File: src/hdl/assert_macros.svh
// assertion macros shared by the decoder rtl
// expects signals named clock and reset in the scope of use
`ifndef ASSERT_MACROS_SVH
`define ASSERT_MACROS_SVH

// same-cycle implication
`define PCT_ASSERT_NOW(label, ante, cons, msg) \
   label: assert property (@(posedge clock) disable iff (reset) (ante) |-> (cons)) \
      else $error(msg);

// next-cycle implication
`define PCT_ASSERT_NEXT(label, ante, cons, msg) \
   label: assert property (@(posedge clock) disable iff (reset) (ante) |=> (cons)) \
      else $error(msg);

`endif

File: src/hdl/pct_pkg.sv
// types, character constants and hex helper for the percent decoder
// no dependencies
`timescale 1ns / 1ps

package pct_pkg;

   localparam logic [7:0] PctChar   = 8'h25;
   localparam logic [7:0] SlashChar = 8'h2F;
   localparam logic [7:0] TwoChar   = 8'h32;
   localparam logic [7:0] LowFChar  = 8'h66;
   localparam logic [7:0] ZeroChar  = 8'h30;

   // escape match progress
   typedef enum logic [1:0] {
      PHASE_IDLE  = 2'd0,
      PHASE_PCT   = 2'd1,
      PHASE_DIGIT = 2'd2
   } phase_type;

   // up to three output characters caused by one request
   typedef struct packed {
      logic [2:0][7:0] chars;
      logic [1:0]      count;
      logic            done;
   } burst_type;

   typedef struct packed {
      logic       ok;
      logic [3:0] value;
   } hex_type;

   function automatic hex_type hex_decode(input logic [7:0] c);
      hex_type h;
      h.ok    = 1'b1;
      h.value = 4'd0;
      if (c >= 8'h30 && c <= 8'h39) begin
         h.value = c[3:0];
      end else if ((c >= 8'h61 && c <= 8'h66) || (c >= 8'h41 && c <= 8'h46)) begin
         h.value = c[3:0] + 4'd9;
      end else begin
         h.ok = 1'b0;
      end
      return h;
   endfunction

endpackage

File: src/hdl/percent_decoder.sv
// top level of the streaming url percent decoder
// depends on pct_pkg, pct_decode, pct_burst and assert_macros.svh
`timescale 1ns / 1ps
`include "assert_macros.svh"

//  channel   direction  handshake             payload
//  req_      in         req_valid/req_stall   in_byte, keep_slash, string_end
//  rsp_      out        rsp_valid/rsp_stall   out_byte, run_last, string_done
//
// a request that yields zero or one character does not hold up the next, so
// plain text streams at one byte a cycle while rsp_stall is low; a request
// that yields n characters holds the result register until all n are taken.
// a request passes the request register, then the result register. reset
// clears the valid flags and the match state. a stalled result register backs
// up into the request register and then stalls the request side.

module percent_decoder import pct_pkg::*; (
   input  logic       clock,
   input  logic       reset,
   input  logic       req_valid,
   output logic       req_stall,
   input  logic [7:0] req_in_byte,
   input  logic       req_keep_slash,
   input  logic       req_string_end,
   output logic       rsp_valid,
   input  logic       rsp_stall,
   output logic [7:0] rsp_out_byte,
   output logic       rsp_run_last,
   output logic       rsp_string_done
);

   logic       in_valid_ff, in_valid_in;
   logic [7:0] byte_ff, byte_in;
   logic       keep_ff, keep_in;
   logic       end_ff,  end_in;
   phase_type  phase_ff, phase_in;
   logic [2:0] digit_ff, digit_in;

   burst_type  burst;
   phase_type  phase_next;
   logic [2:0] digit_next;
   logic       free;
   logic       load;
   logic       accept;

   assign load      = in_valid_ff && free;
   assign req_stall = in_valid_ff && !free;
   assign accept    = req_valid && !req_stall;

   // request register
   always_comb begin
      in_valid_in = in_valid_ff;
      byte_in     = byte_ff;
      keep_in     = keep_ff;
      end_in      = end_ff;
      if (accept) begin
         in_valid_in = 1'b1;
         byte_in     = req_in_byte;
         keep_in     = req_keep_slash;
         end_in      = req_string_end;
      end else if (load) begin
         in_valid_in = 1'b0;
      end
   end

   // match state advances when a request moves to the result register
   assign phase_in = load ? phase_next : phase_ff;
   assign digit_in = load ? digit_next : digit_ff;

   always_ff @(posedge clock) begin
      if (reset) begin
         in_valid_ff <= 1'b0;
         phase_ff    <= PHASE_IDLE;
         digit_ff    <= 3'd0;
      end else begin
         in_valid_ff <= in_valid_in;
         phase_ff    <= phase_in;
         digit_ff    <= digit_in;
      end
      byte_ff <= byte_in;
      keep_ff <= keep_in;
      end_ff  <= end_in;
   end

   pct_decode u_decode (
      .in_byte    (byte_ff),
      .keep_slash (keep_ff),
      .string_end (end_ff),
      .phase      (phase_ff),
      .digit      (digit_ff),
      .burst      (burst),
      .phase_next (phase_next),
      .digit_next (digit_next)
   );

   pct_burst u_burst (
      .clock           (clock),
      .reset           (reset),
      .load            (load),
      .burst           (burst),
      .free            (free),
      .rsp_valid       (rsp_valid),
      .rsp_stall       (rsp_stall),
      .rsp_out_byte    (rsp_out_byte),
      .rsp_run_last    (rsp_run_last),
      .rsp_string_done (rsp_string_done)
   );

   // checks
   `PCT_ASSERT_NEXT(a_end_clears_phase, load && end_ff, phase_ff == PHASE_IDLE, "phase not cleared at string end")
   `PCT_ASSERT_NEXT(a_load_shows_result, load && burst.count != 2'd0, rsp_valid, "loaded burst not presented")
   `PCT_ASSERT_NOW(a_end_has_result, load && end_ff, burst.count != 2'd0, "string end produced no character")
   `PCT_ASSERT_NOW(a_stall_needs_item, req_stall, in_valid_ff && rsp_valid, "request stalled without backlog")

endmodule

File: src/hdl/pct_decode.sv
// combinational escape matcher: one request to a burst of characters
// depends on pct_pkg
`timescale 1ns / 1ps

module pct_decode import pct_pkg::*; (
   input  logic [7:0] in_byte,
   input  logic       keep_slash,
   input  logic       string_end,
   input  phase_type  phase,
   input  logic [2:0] digit,
   output burst_type  burst,
   output phase_type  phase_next,
   output logic [2:0] digit_next
);

   hex_type    hex;
   logic [7:0] value;
   logic [7:0] digit_char;
   logic [7:0] new_digit_char;
   logic [1:0] n_pre;

   assign hex            = hex_decode(in_byte);
   assign value          = {1'b0, digit, hex.value};
   assign digit_char     = ZeroChar | {5'd0, digit};
   // first digit taken by this request, shown again on a flush
   assign new_digit_char = ZeroChar | {5'd0, hex.value[2:0]};

   // match step, then end-of-string flush
   always_comb begin
      burst.chars = '0;
      n_pre       = 2'd0;
      phase_next  = PHASE_IDLE;
      digit_next  = digit;
      unique case (phase)
         PHASE_PCT: begin
            if (hex.ok && !hex.value[3]) begin
               digit_next = hex.value[2:0];
               phase_next = PHASE_DIGIT;
            end else if (in_byte == PctChar) begin
               burst.chars[0] = PctChar;
               n_pre          = 2'd1;
               phase_next     = PHASE_PCT;
            end else begin
               burst.chars[0] = PctChar;
               burst.chars[1] = in_byte;
               n_pre          = 2'd2;
            end
         end
         PHASE_DIGIT: begin
            if (hex.ok) begin
               if (keep_slash && value == SlashChar) begin
                  burst.chars[0] = PctChar;
                  burst.chars[1] = TwoChar;
                  burst.chars[2] = LowFChar;
                  n_pre          = 2'd3;
               end else begin
                  burst.chars[0] = value;
                  n_pre          = 2'd1;
               end
            end else if (in_byte == PctChar) begin
               burst.chars[0] = PctChar;
               burst.chars[1] = digit_char;
               n_pre          = 2'd2;
               phase_next     = PHASE_PCT;
            end else begin
               burst.chars[0] = PctChar;
               burst.chars[1] = digit_char;
               burst.chars[2] = in_byte;
               n_pre          = 2'd3;
            end
         end
         default: begin
            if (in_byte == PctChar) begin
               phase_next = PHASE_PCT;
            end else begin
               burst.chars[0] = in_byte;
               n_pre          = 2'd1;
            end
         end
      endcase

      burst.count = n_pre;
      burst.done  = string_end;
      if (string_end) begin
         if (phase_next == PHASE_PCT) begin
            // at most two characters precede a held percent sign
            burst.chars[n_pre] = PctChar;
            burst.count        = n_pre + 2'd1;
         end else if (phase_next == PHASE_DIGIT) begin
            // a fresh digit means nothing else was emitted
            burst.chars[0] = PctChar;
            burst.chars[1] = new_digit_char;
            burst.count    = 2'd2;
         end
         phase_next = PHASE_IDLE;
         digit_next = 3'd0;
      end
   end

endmodule

File: src/hdl/pct_burst.sv
// result register: holds one burst and shifts it out a character a cycle while rsp_stall is low
// depends on pct_pkg
`timescale 1ns / 1ps

module pct_burst import pct_pkg::*; (
   input  logic       clock,
   input  logic       reset,
   input  logic       load,
   input  burst_type  burst,
   output logic       free,
   output logic       rsp_valid,
   input  logic       rsp_stall,
   output logic [7:0] rsp_out_byte,
   output logic       rsp_run_last,
   output logic       rsp_string_done
);

   logic [2:0][7:0] chars_ff, chars_in;
   logic [1:0]      count_ff, count_in;
   logic            done_ff,  done_in;
   logic            take;

   assign take = (count_ff != 2'd0) && !rsp_stall;
   assign free = (count_ff == 2'd0) || (count_ff == 2'd1 && take);

   // load a new burst or shift one character out
   always_comb begin
      chars_in = chars_ff;
      count_in = count_ff;
      done_in  = done_ff;
      if (load) begin
         chars_in = burst.chars;
         count_in = burst.count;
         done_in  = burst.done;
      end else if (take) begin
         chars_in = {8'd0, chars_ff[2], chars_ff[1]};
         count_in = count_ff - 2'd1;
      end
   end

   always_ff @(posedge clock) begin
      if (reset) begin
         count_ff <= 2'd0;
      end else begin
         count_ff <= count_in;
      end
      chars_ff <= chars_in;
      done_ff  <= done_in;
   end

   assign rsp_valid       = (count_ff != 2'd0);
   assign rsp_out_byte    = chars_ff[0];
   assign rsp_run_last    = (count_ff == 2'd1);
   assign rsp_string_done = (count_ff == 2'd1) && done_ff;

endmodule

File: config.mk
export PLATFORM = sky130hd
export DESIGN_NAME = percent_decoder
export DESIGN_NICKNAME = d
export VERILOG_FILES = /design/src/hdl/pct_pkg.sv /design/src/hdl/percent_decoder.sv /design/src/hdl/pct_decode.sv /design/src/hdl/pct_burst.sv
export VERILOG_INCLUDE_DIRS = /design/src /design/src/hdl
export SDC_FILE = /design/constraint.sdc
export NUM_CORES = 1
export LEC_CHECK = 0
export BUFFER_PORTS_ARGS = -buffer_cell sky130_fd_sc_hd__buf_4
export CAP_MARGIN = 0
export CORE_ASPECT_RATIO = 1.4
export CORE_UTILIZATION = 56
export CTS_BUF_LIST = sky130_fd_sc_hd__clkbuf_4 sky130_fd_sc_hd__clkbuf_8
export CTS_CLUSTER_DIAMETER = 100
export CTS_CLUSTER_SIZE = 10
export DETAILED_ROUTE_END_ITERATION = 12
export HOLD_SLACK_MARGIN = 0.05
export PLACE_DENSITY = 0.76
export SLEW_MARGIN = 20
export SYNTH_ARGS = -nofsm -noshare
export SYNTH_HDL_FRONTEND = slang
export SYNTH_HIERARCHICAL = 1
export SYNTH_SLANG_ARGS = --single-unit
File: constraint.sdc
create_clock -name clock -period 6.85 [get_ports clock]
set_clock_uncertainty 0.05 [all_clocks]
set_input_delay 1.37 -clock clock [delete_from_list [all_inputs] [get_ports clock]]
set_output_delay 1.37 -clock clock [all_outputs]
set_load 0.01 [all_outputs]
==> metrics.txt <==
status completed; Skew-Pair Late Insertion Delay 0.29 ns; Rows 30; antenna viol nets, final 0; worst path cell trace inv_1 > ha_1 > inv_1 > o311a_1 > nor2_1 > o21ai_1 > and2_1 > ha_1 > o32a_4 > a311oi_1 > o22ai_1 > mux2_2; CP delay by family, top compound AO/OA/AOI/OAI gates; Startpoint Class flip-flop; R2R Setup Slk 2.44 ns; Data arrival, critical path 4.41 ns; nets 310; CTS tree done; die area 5320 um^2; DR DRC count 0; area of the core 4840 um^2; Port Buffers 25; Max Cap Violations 0; post-cts resize count 0; Area growth, synth to finish 7.96%; power density cells 200 nW/um^2; Worst Setup Path Type reg2reg; Least-Margin Pin Slew 0.837 ns; Syn Inst Count 276; clock sink count 43; Synth Net Count 302; crit path time final 4.41 ns; # setup viols final 0; area of the multi-input gates 1410 um^2; peak supply drop 0.130 mV; RSZ-0062 raised after global routing no; global-route wire length before repair 9910 um; total CTS buffers 5; Critical Path Source byte_ff[0]; Die Ht 85.9 um; number of synthesized flops with an enable pin 35; dominant cell type by area after synthesis edfxtp_1; Seq/Total Area, Yosys 43.0%; Post-CTS Setup Bufs 0; IO Pins 26; leakage power 1.13 nW; GPL Wtd Cong 1.07; CTS max path bufs 2; final WL 6170 um; worst hold path type reg2reg; Inst Count DP 341; Worst Setup EP u_burst/chars_ff[10]; total negative slack 0 ns; Util after Layout 62.7%; drt pass-1 iters 5; Synth cell types 61; synthesized area 2810 um^2; syn avg cell area 10.2 um^2; ys flop type edfxtp_1; final worst path period share 64.4%; #FFs+latches synth 43; vias per cell 6.25; initial antenna violation count 0; number of global-route vias before repair 2,008; Rel. slew slack 43.8%; Crit path depth 12; reg2reg end u_burst/chars_ff[10]; Slew Limit Fails 0; drt initial violations 178; Warnings, synthesis 6; layout cells sized above 1 21.4%; share of the synthesized area in the top cell type 37.3%; Synth async-reset ratio 0%; Post-DP HPWL 4410 um; largest net degree at the start of global routing 29; register area 1210 um^2; fin cells 349; Initial Util 58.1%; Hold-fix buffers, CTS 0; CP Max Fanout 12; Area contributors post-synth edfxtp_1, mux2_2, dfxtp_1; Max H-tree Level 2; critical path data required time 6.85 ns; R2R cell count 12; clk root buf clkbuf_8; CP max stage cell nor2_1; startpoint of the worst register-to-register path byte_ff[0]; ant diodes 0; Fmax 227 MHz; CP bufs+invs 2; element type at the critical path end flip-flop; max incr delay on CP 0.65 ns; total global-route track usage 25.5%; clock slew at reported path FFs 0.08 ns; grt ovf 0; wire length per cell 17.7 um; fillers 412; DR vias 2,182; Hold Vio Cnt, Final 0; die extent in x 61.9 um
[power by group]
group / switching (mW) / internal, mW
clock: 0.0848 / 0.0752
combinational: 0.0622 / 0.0496
sequential: 0.0158 / 0.320
[flip-flops by register name, summed over array words and instances, names as in the netlist]
signal and count:
end_ff 1, u_burst/count_ff 2, u_burst/rsp_out_byte 8, phase_ff 2, keep_ff 1, digit_ff 3
u_burst/done_ff 1, u_burst/chars_ff 16, byte_ff 8, in_valid_ff 1
[how the worst min path moves through the flow]
stage                                endpoint  cells after the start                 from
after floorplan           u_burst/count_ff[0]                      2  u_burst/count_ff[0]
after global placement    u_burst/count_ff[1]                      2  u_burst/count_ff[1]
after detailed placement  u_burst/count_ff[1]                      2  u_burst/count_ff[1]
after CTS                 u_burst/count_ff[1]                      2  u_burst/count_ff[1]
after global routing      u_burst/count_ff[1]                      2  u_burst/count_ff[1]
final                     u_burst/count_ff[1]                      2  u_burst/count_ff[1]
[cells in the final DEF, fill, tap and decap left out, types with 9 or more instances in the layout]
master    count
edfxtp_1     35
buf_4        25
and2_1       18
a21oi_1      17
inv_1        17
mux2_2       16
nand3_1      14
nor2_1       14
ha_1         12
nand2_1      10
o21ai_0       9
nor3_1        9
[cell usage after synthesis, drive strengths merged, types with 2 or more instances]
| cell type | number |
|---|---|
| a21bo | 5 |
| o211ai | 2 |
| o22ai | 2 |
| edfxtp | 35 |
| mux2i | 3 |
| a31oi | 3 |
| o21ba | 2 |
| dfxtp | 8 |
| o31ai | 3 |
| o41ai | 2 |
| nand2b | 2 |
| a21o | 2 |
| a311oi | 3 |
| nor3 | 9 |
| clkbuf | 8 |
| mux2 | 16 |
| nor2 | 14 |
| and2 | 19 |
| or4 | 2 |
| a21boi | 2 |
| o21ai | 11 |
| nand2 | 10 |
| nand3 | 14 |
| a21oi | 17 |
| nor2b | 5 |
| o32a | 3 |
| nor4 | 2 |
| buf | 16 |
| a32oi | 3 |
| inv | 17 |
| ha | 12 |
[per-stage QoR]
step	power, mW	hold slack [ns]	area (um^2)	worst slack (ns)
after floorplan	0.425	0.434	2810	3.25
after global placement	0.448	0.464	2940	2.67
after detailed placement	0.452	0.467	2940	2.58
after CTS	0.612	0.478	3030	2.55
after global routing	0.637	0.503	3040	2.30
final	0.608	0.475	3040	2.44
[kinds of logic after synthesis]
group	synth area share [%]
multiplexers	7.47
AND/OR/NAND/NOR	18.1
adder cells (fa/ha/maj)	5.34
AO/OA/AOI/OAI	18.6
flip-flops	43.0
buffers and inverters	7.43
[worst reg2reg max path, stage by stage (launching register included)]
cell      delay (ns)
edfxtp_1        0.51
inv_1           0.27
ha_1            0.27
inv_1           0.06
o311a_1         0.46
nor2_1          0.65
o21ai_1         0.32
and2_1          0.29
ha_1            0.21
o32a_4          0.42
a311oi_1        0.28
o22ai_1         0.12
mux2_2          0.29
[metal layers]
metal / GRT usage (%) / share of wire, %
met1: 32.9 / 42
met2: 41.5 / 50
met3: 3.77 / 4.7
met4: 10.5 / 3.1
met5: 0 / 0
[final cells by class]
class,count,area share (%)
inverter,17,2.10
tap,64,2.64
sequential,43,39.9
multi-input combinational,192,46.3
clock inverter,2,0.412
timing repair buffer,25,6.18
clock buffer,6,2.51
(Power assumes the default switching activity.)
